**config.mk**
```make
export PLATFORM = sky130hd
export DESIGN_NAME = serial_length_frame_deframer
export DESIGN_NICKNAME = d
export VERILOG_FILES = /design/src/rtl/core/sld_pkg.sv /design/src/rtl/core/sld_ram.sv /design/src/rtl/core/sld_dpath.sv /design/src/rtl/core/sld_ctrl.sv /design/src/rtl/core/serial_length_frame_deframer.sv
export SDC_FILE = /design/constraint.sdc
export NUM_CORES = 1
export LEC_CHECK = 0
export BUFFER_PORTS_ARGS = -buffer_cell sky130_fd_sc_hd__buf_2
export CAP_MARGIN = 40
export CORE_MARGIN = 2
export CORE_UTILIZATION = 35
export CTS_CLUSTER_SIZE = 24
export DETAILED_ROUTE_END_ITERATION = 8
export PLACE_DENSITY = 0.54
export SLEW_MARGIN = 20
export SYNTH_ARGS = -nofsm -noshare
export SYNTH_HDL_FRONTEND = slang
export SYNTH_HIERARCHICAL = 1
export SYNTH_SLANG_ARGS = --single-unit
```
**constraint.sdc**
```tcl
create_clock -name clk -period 3.2 [get_ports clk]
set_input_delay 0.32 -clock clk [delete_from_list [all_inputs] [get_ports clk]]
set_output_delay 0.32 -clock clk [all_outputs]
set_load 0.01 [all_outputs]
```
**src/rtl/core/sld_pkg.sv**
```systemverilog
// shared constants, types and command/status structs of the serial length frame deframer
package sld_pkg;

  localparam int PACKET_BYTES = 64;
  localparam int ADDR_W = (PACKET_BYTES > 1) ? $clog2(PACKET_BYTES) : 1;
  localparam int CNT_W = $clog2(PACKET_BYTES + 1);

  localparam logic [7:0] HEADER_BYTE = 8'hFF;
  localparam logic [7:0] TRAILER_BYTE = 8'hFE;
  localparam logic [7:0] MAX_LEN_BYTE = 8'(PACKET_BYTES);

  typedef enum logic [2:0] {
    ST_HUNT,
    ST_LEN,
    ST_PAY,
    ST_RD,
    ST_SEND
  } sld_state_t;

  typedef struct packed {
    logic clear_cnt;
    logic load_len;
    logic wr_en;
    logic emit_start;
    logic rd_en;
    logic idx_inc;
  } sld_cmd_t;

  typedef struct packed {
    logic is_header;
    logic len_bad;
    logic at_trailer;
    logic good_trailer;
    logic idx_last;
  } sld_status_t;

endpackage

```
**src/rtl/core/sld_ram.sv**
```systemverilog
// generic single write port, single read port ram with registered read
module sld_ram #(
  parameter int WIDTH = 8,
  parameter int DEPTH = 64
) (
  input  logic                                       clk,
  input  logic                                       wr_en,
  input  logic [((DEPTH > 1) ? $clog2(DEPTH) : 1)-1:0] wr_addr,
  input  logic [WIDTH-1:0]                           wr_data,
  input  logic                                       rd_en,
  input  logic [((DEPTH > 1) ? $clog2(DEPTH) : 1)-1:0] rd_addr,
  output logic [WIDTH-1:0]                           rd_data
);

  logic [WIDTH-1:0] mem [DEPTH];
  logic [WIDTH-1:0] rd_data_r;

  always_ff @(posedge clk) begin
    if (wr_en) begin
      mem[wr_addr] <= wr_data;
    end
    if (rd_en) begin
      rd_data_r <= mem[rd_addr];
    end
  end

  assign rd_data = rd_data_r;

endmodule

```
**src/rtl/core/sld_dpath.sv**
```systemverilog
// datapath: byte decode, length and fill counters, packet store and read index
module sld_dpath
  import sld_pkg::*;
(
  input  logic                clk,
  input  logic                rst_n,
  input  sld_cmd_t            cmd,
  output sld_status_t         status,
  input  logic [7:0]          rx_byte,
  input  logic                host_ready,
  output logic [7:0]          packet_byte,
  output logic                packet_last
);

  logic [CNT_W-1:0]  cnt_r, cnt_nxt;
  logic [CNT_W-1:0]  len_r, len_nxt;
  logic [ADDR_W-1:0] idx_r, idx_nxt;
  logic [7:0]        rd_data;

  // fill count marks which store entries belong to the current frame
  always_comb begin
    cnt_nxt = cnt_r;
    if (cmd.clear_cnt) begin
      cnt_nxt = '0;
    end else if (cmd.wr_en) begin
      cnt_nxt = cnt_r + CNT_W'(1);
    end
  end

  always_comb begin
    len_nxt = len_r;
    if (cmd.load_len) begin
      len_nxt = rx_byte[CNT_W-1:0];
    end
  end

  always_comb begin
    idx_nxt = idx_r;
    if (cmd.emit_start) begin
      idx_nxt = '0;
    end else if (cmd.idx_inc) begin
      idx_nxt = idx_r + ADDR_W'(1);
    end
  end

  always_ff @(posedge clk) begin
    if (!rst_n) begin
      cnt_r <= '0;
      len_r <= '0;
      idx_r <= '0;
    end else begin
      cnt_r <= cnt_nxt;
      len_r <= len_nxt;
      idx_r <= idx_nxt;
    end
  end

  sld_ram #(
    .WIDTH (8),
    .DEPTH (PACKET_BYTES)
  ) u_store (
    .clk     (clk),
    .wr_en   (cmd.wr_en),
    .wr_addr (cnt_r[ADDR_W-1:0]),
    .wr_data (rx_byte),
    .rd_en   (cmd.rd_en),
    .rd_addr (idx_r),
    .rd_data (rd_data)
  );

  always_comb begin
    status.is_header    = (rx_byte == HEADER_BYTE);
    status.len_bad      = (rx_byte > MAX_LEN_BYTE);
    status.at_trailer   = (cnt_r >= len_r);
    status.good_trailer = (rx_byte == TRAILER_BYTE) && host_ready;
    status.idx_last     = (idx_r == ADDR_W'(PACKET_BYTES - 1));
  end

  // entries past the fill count were not written this frame and read as zero
  assign packet_byte = (CNT_W'(idx_r) < cnt_r) ? rd_data : 8'h00;
  assign packet_last = status.idx_last;

endmodule

```
**src/rtl/core/sld_ctrl.sv**
```systemverilog
// controller: frame parse and packet drain state machine
module sld_ctrl
  import sld_pkg::*;
(
  input  logic        clk,
  input  logic        rst_n,
  input  logic        in_valid,
  output logic        in_stall,
  output logic        out_valid,
  input  logic        out_stall,
  input  sld_status_t status,
  output sld_cmd_t    cmd
);

  sld_state_t state_r, state_nxt;
  logic       in_acc;

  always_ff @(posedge clk) begin
    if (!rst_n) begin
      state_r <= ST_HUNT;
    end else begin
      state_r <= state_nxt;
    end
  end

  always_comb begin
    state_nxt = state_r;
    cmd       = '0;
    in_stall  = 1'b1;
    out_valid = 1'b0;
    in_acc    = 1'b0;
    case (state_r)
      ST_HUNT: begin
        in_stall = 1'b0;
        in_acc   = in_valid;
        if (in_acc && status.is_header) begin
          cmd.clear_cnt = 1'b1;
          state_nxt     = ST_LEN;
        end
      end
      ST_LEN: begin
        in_stall = 1'b0;
        in_acc   = in_valid;
        if (in_acc) begin
          if (status.len_bad) begin
            state_nxt = ST_HUNT;
          end else begin
            cmd.load_len = 1'b1;
            state_nxt    = ST_PAY;
          end
        end
      end
      ST_PAY: begin
        in_stall = 1'b0;
        in_acc   = in_valid;
        if (in_acc) begin
          if (!status.at_trailer) begin
            cmd.wr_en = 1'b1;
          end else if (status.good_trailer) begin
            cmd.emit_start = 1'b1;
            state_nxt      = ST_RD;
          end else begin
            state_nxt = ST_HUNT;
          end
        end
      end
      ST_RD: begin
        cmd.rd_en = 1'b1;
        state_nxt = ST_SEND;
      end
      ST_SEND: begin
        out_valid = 1'b1;
        if (!out_stall) begin
          if (status.idx_last) begin
            state_nxt = ST_HUNT;
          end else begin
            cmd.idx_inc = 1'b1;
            state_nxt   = ST_RD;
          end
        end
      end
      default: begin
        state_nxt = ST_HUNT;
      end
    endcase
  end

`ifndef NO_ASSERTIONS
  a_no_input_while_sending: assert property (@(posedge clk) disable iff (!rst_n)
    out_valid |-> in_stall)
    else $error("input taken while a packet is draining");

  a_next_byte_read: assert property (@(posedge clk) disable iff (!rst_n)
    (out_valid && !out_stall && !status.idx_last) |=> (state_r == ST_RD))
    else $error("next packet byte not fetched after transaction");

  a_last_ends_packet: assert property (@(posedge clk) disable iff (!rst_n)
    (out_valid && !out_stall && status.idx_last) |=> (!out_valid && !in_stall))
    else $error("packet drain did not end after last byte");

  a_write_in_payload: assert property (@(posedge clk) disable iff (!rst_n)
    cmd.wr_en |-> (!status.at_trailer && state_r == ST_PAY))
    else $error("store written outside payload");
`endif

endmodule

```
**src/rtl/core/serial_length_frame_deframer.sv**
```systemverilog
// top level of the serial length frame deframer: controller plus datapath
// after a good trailer transaction the store is read in ST_RD, then ST_SEND offers the first packet byte
// throughput: header, length and payload bytes are taken one per cycle
// a packet drains one byte at a time (store read in ST_RD, then send in ST_SEND), PACKET_BYTES bytes in all
// input is stalled while the packet drains; output stalls stretch the drain
// reset: synchronous active low, parser back to header hunt, store not cleared
module serial_length_frame_deframer
  import sld_pkg::*;
(
  input  logic       clk,
  input  logic       rst_n,
  // input channel, one serial byte per transaction
  input  logic       in_valid,
  output logic       in_stall,
  input  logic [7:0] in_rx_byte,
  input  logic       in_host_ready,
  // result channel, one packet byte per transaction
  output logic       out_valid,
  input  logic       out_stall,
  output logic [7:0] out_packet_byte,
  output logic       out_packet_last
);

  // command and status between controller and datapath
  sld_cmd_t    cmd;
  sld_status_t status;

  // state machine: header hunt, length, payload/trailer, then read/send loop
  sld_ctrl u_ctrl (
    .clk       (clk),
    .rst_n     (rst_n),
    .in_valid  (in_valid),
    .in_stall  (in_stall),
    .out_valid (out_valid),
    .out_stall (out_stall),
    .status    (status),
    .cmd       (cmd)
  );

  // counters, packet store and byte decode
  // unwritten store entries read as zero via the fill count, so no clearing pass
  sld_dpath u_dpath (
    .clk         (clk),
    .rst_n       (rst_n),
    .cmd         (cmd),
    .status      (status),
    .rx_byte     (in_rx_byte),
    .host_ready  (in_host_ready),
    .packet_byte (out_packet_byte),
    .packet_last (out_packet_last)
  );

endmodule

```
== Yosys cells after proc, flatten, opt, wreduce, memory -nomap -nowiden ==
Memory sizes are Yosys's and may differ from the RTL's. A register that Yosys moved wholly into a read port is not among the register bits.
Index checks and enable logic that the tools add are counted.
Word-level totals
  memories kept: 1
  bits of input ports: 13
  register bits: 23
  memory bits (writable): 512
Cells by class
  muxes and demuxes: 28
  reduce and logical (&&, ||, !) cells: 7
  add/subtract/negate cells: 2
  bitwise operators: 1
  equal/unequal tests: 12
  order comparisons: 3
Memories
  u_dpath.u_store.mem: words 64, bits a word 8, rd ports 1, clocked after memory_dff 1, wr ports 1, RTL line sld_ram.sv:15  | logic [WIDTH-1:0] mem [DEPTH];
Operators with widths (number)
  $eq A8 B8 Y1 const B: 2
  $mux W1: 16
  $mux W3: 5
  $pmux W3 S5: 1
  $mux W2: 5
  $gt A8 B7 Y1 const B: 1
  $mux W8: 1
  $add A7 B1 Y7 const B: 1
  $ge A7 B7 Y1: 1
  $lt A6 B7 Y1: 1
  $add A6 B1 Y6 const B: 1
  $eq A3 B2 Y1 const B: 2
  $eq A6 B6 Y1 const B: 1
  $ne A2 B2 Y1 const B: 3
  $reduce_and A5 Y1: 1
  $ne A2 B1 Y1 const B: 2
  $reduce_or A2 Y1: 2
  $eq A3 B1 Y1 const B: 1
  $eq A3 B3 Y1 const B: 1
  $logic_not A3 Y1: 1
  $reduce_or A3 Y1: 1
  $logic_and A1 B1 Y1: 2
  $not A1 Y1: 1

== Depth between registers and ports, before layout ==
  word-level depth: 8
  depth in mapped cells: 9
  gate-level depth less buffers: 9

== Modules after synthesis ==
The synthesis kept the hierarchy.
Modules (own cells, without submodules)
  sld_ram: times used 1, area an instance 20246.9 um^2, cells an instance 940
  sld_dpath: times used 1, area an instance 1234.9 um^2, cells an instance 146
  sld_ctrl: times used 1, area an instance 302.8 um^2, cells an instance 40

== Least setup slack after synthesis ==
No wires, ideal clock.
  kind: flip-flop to flip-flop
  start point: register u_dpath.cnt_r[0]
  end point: memory u_dpath.u_store.mem[48][0], enable pin
  arrival: 3011 ps
  period minus slack after synthesis: 3394 ps
  cell stages (with the launch flop): 9
  path slack: -194 ps
  data required time: 2817 ps
  cells stage by stage: dfxtp_1 inv_1 ha_1 nand2b_1 a31oi_1 o21ai_0 nor3b_1 nand4b_1 nor3_1
RTL lines
  from (decl): RTL line sld_dpath.sv:15  | logic [CNT_W-1:0] cnt_r, cnt_nxt;
  from (signal assigned): RTL line sld_dpath.sv:52  | cnt_r <= cnt_nxt;
  to (decl): RTL line sld_ram.sv:15

== Worst setup path after layout ==
  start point: register u_dpath.idx_r[4]
  end point: output out_packet_byte[6]
Between the ends
  longest elaborated chain between the ends: 2
RTL lines
  from (decl): RTL line sld_dpath.sv:17  | logic [ADDR_W-1:0] idx_r, idx_nxt;
  from (signal assigned): RTL line sld_dpath.sv:54  | idx_r <= idx_nxt;
  $lt A6 B7 Y1: RTL line sld_dpath.sv:80  | assign packet_byte = (CNT_W'(idx_r) < cnt_r) ? rd_data : 8'h00;
  $mux W8: RTL line sld_dpath.sv:80
  to (decl): RTL line serial_length_frame_deframer.sv:20  | output logic [7:0] out_packet_byte,
No other way between the ends.

==> metrics.md <==
| Metric | Value |
|---|---|
| Status | finished, final reports clean |
| LEAKAGE | 7.85 nW |
| Worst setup path class | reg2out |
| Top FF cell, synth | edfxtp_1 |
| Syn_area_per_cell | 19.3 um2 |
| GRT met1 Usage | 0.243 |
| Sequential element share of the synthesized area | 0.738 |
| CP endpoint | out_packet_byte[6] |
| First-pass DRT Iterations | 5 |
| CTS Hold Bufs | 0 |
| Die Y | 253 um |
| Netlist cell types | 60 |
| Via Count | 11400 |
| # diodes | 0 |
| Critical path launch point | u_dpath/idx_r[4]$_SDFFE_PP0P_ |
| Post-synth EDFFs | 520 |
| Arr. time, crit path | 2.70 ns |
| Final Non-Filler Cells | 2169 |
| Cell Rows | 91 |
| Drt drc | 0 |
| RePlAce Congestion | 0.849 |
| DP Wirelength | 35100 um |
| CTS Buffer Depth | 3 |
| Final Worst Setup Slack | 0.181 ns |
| Chip width | 253 um |
| Syn. warnings | 6 |
| Worst hold path type | in2reg |
| Grt ovf | 0 |
| CP Cell Sequence | ha_1 > a211oi_2 > o21ai_0 > a21oi_1 > buf_2 |
| Layout cells sized above 1 | 0.292 |
| Synth top area cells | edfxtp_1, mux4_2, dfxtp_1 |
| Placed insts | 2063 |
| Max-slew headroom | 0.486 |
| Final setup violation count | 0 |
| Die area | 64300 um2 |
| Yosys top cell area share | 0.717 |
| IO Pins | 24 |
| RR Endpoint | u_dpath/u_store/mem[11][1]$_DFFE_PP_ |
| RSZ-0062 raised after global routing | no |
| GRT Total Usage | 0.171 |
| PwrDens | 556 nW/um2 |
| Post-Syn Area | 21800 um2 |
| CP Max Fanout | 13 |
| Worst slack, placed | 0.135 ns |
| R2R depth | 10 |
| Worst slew pin tran | 0.771 ns |
| Vias in the first global route | 11600 |
| Largest net degree at the start of global routing | 66 |
| #FFs+latches synth | 543 |
| RR Startpoint | u_dpath/cnt_r[6]$_SDFFE_PP0P_ |
| Post-Route Utilization | 0.413 |
| FMAX | 0.331 GHz |
| Launching element type of the critical path | flop |
| Starting Density | 0.354 |
| Final wirelength | 54200 um |
| Area Growth Syn to Fin | 16.9% |
| Clk_lat worst skew | 0.61 ns |
| GR Layer Usage met3 | 0.0284 |
| Final-report hold violation count | 0 |
| Slew Viols, Final | 0 |
| Post-synth ARST share | 0 |
| HP Start | rst_n |
| Total CTS buffers | 57 |
| Starting DRC count in detailed routing | 911 |
| Number of antenna violations at the first check in global routing | 4 |
| Worst Clk Skew | 0.0158 ns |
| Htree depth | 2 |
| Critical path capture point type | primary output |
| Cells after Synth | 1126 |
| GR Util met2 | 0.266 |
| Fin crit share | 0.943 |
| Slowest stage cell on the critical path | dfxtp_1 |
| Top-count cell post-synth | edfxtp_1 |
| Final net count | 1314 |
| TritonCTS Sinks | 543 |
| Core area | 61600 um2 |
| Fin crit period | 3.02 ns |
| Final Power | 14.2 mW |
| Layer with the highest usage | met2 |
| Wire per inst | 25.0 um |
| Cell taking the most area after synthesis | edfxtp_1 |
| ANT nets after route | 0 |
| Mapped Nets | 1153 |
| MaxCap Viol Count | 0 |
| Critical Path RT | 2.88 ns |
| Via/cell ratio | 5.25 |
| Worst vdd ir | 0.406 mV |
| CP peak stage delay | 0.78 ns |
| R2R Setup Slk | 0.29 ns |
| Post-synth top cells | edfxtp_1, mux4_2, nor2_1, mux2i_1, nand2_1 |
| First-pass GRT wire length | 79200 um |
| CTS tree | yes |
| CTS Root Cell | clkbuf_16 |
| Clock transition at path regs | 0.06 ns |
| Number of port buffers | 23 |
| Setup TNS | 0 ns |
## per-stage QoR
| stage | instance area (um2) | hold WS, ns |
|---|---|---|
| finish | 25500 | 0.0677 |
| global route | 25500 | 0.0630 |
| CTS | 25400 | 0.0381 |
| detailed placement | 23700 | 0.505 |
| global placement | 23700 | 0.501 |
| floorplan | 21800 | 0.419 |
## layer usage
| metal | part of all wire | vias up |
|---|---|---|
| met1 | 0.45 | 6029 |
| met5 | 0 | - |
| li1 | - | 4925 |
| met2 | 0.47 | 328 |
| met4 | 0.029 | 0 |
| met3 | 0.059 | 102 |
## flip-flops by register name (all words and copies together), names as in the netlist
register	flops
u_dpath/u_store/mem	512
u_dpath/idx_r	6
u_dpath/len_r	7
u_dpath/u_store/rd_data	8
u_dpath/cnt_r	7
u_ctrl/state_r	3
## cells by family after synthesis
kind of cell               share of synthesized area
AOI/OAI and AO/OA                             0.0306
xor gates and xnor gates                     0.00322
adders and majority gates                    0.00804
buffers and inverters                         0.0184
DFF                                            0.738
muxes                                          0.152
and+or+nand+nor                               0.0501
## area by class of cell
cell class                      count  area (um2)
Fill cell                        5481       36100
Timing Repair Buffer              157        1220
Clock buffer                       79        1520
Inverter                           15        56.3
Sequential cell                   543       16100
Multi-Input combinational cell    513        5320
Clock inverter                     25         214
Tap cell                          837        1050
## what timing repair did
item | in CTS | in global routing
gates resized for setup | 0 | 3
endpoints found under the setup margin | 0 | 107
setup buffers | 0 | 0
endpoints found under the hold margin | 0 | 0
## worst min-delay path by stage
| stage | end | slack [ns] | cells past startpoint |
|---|---|---|---|
| after floorplan | u_dpath/u_store/mem[0][0]$_DFFE_PP_ | 0.42 | 0 |
| after global placement | u_dpath/len_r[1]$_SDFFE_PN0P_ | 0.50 | 2 |
| after detailed placement | u_dpath/len_r[1]$_SDFFE_PN0P_ | 0.50 | 2 |
| after CTS | u_ctrl/state_r[2]$_SDFFE_PN0P_ | 0.04 | 2 |
| after global routing | u_ctrl/state_r[2]$_SDFFE_PN0P_ | 0.06 | 2 |
| final | u_ctrl/state_r[2]$_SDFFE_PN0P_ | 0.07 | 2 |
## layout by cell type, fill, tap and decap left out, types with 13 or more instances in the layout
cell type | synthesis | final
buf_4 | 14 | 127
nand3_1 | 16 | 16
edfxtp_1 | 520 | 520
dfxtp_1 | 23 | 19
mux2_2 | 13 | 13
mux4_2 | 126 | 126
clkbuf_1 | 17 | 21
a21oi_1 | 18 | 18
o21ai_0 | 14 | 14
nand2_1 | 29 | 27
buf_2 | 13 | 23
ha_1 | 14 | 14
mux2i_1 | 32 | 32
inv_1 | 15 | 15
nor2b_1 | 22 | 22
clkbuf_16 | 0 | 57
nor2_1 | 100 | 99
## report_power, final
| part | switching (mW) | internal (mW) |
|---|---|---|
| Clock | 2.66 | 3.55 |
| Sequential | 0.0000403 | 7.77 |
| Combinational | 0.148 | 0.0262 |
## worst max-delay path, delay by kind of cell, from the launching register on
kind	cells	cell delay [ns]
AOI/OAI and AO/OA	3	0.74
adders and majority gates	1	0.39
DFF	1	0.78
buffers and inverters	1	0.18
No activity file was read; power rests on OpenSTA's default activity.
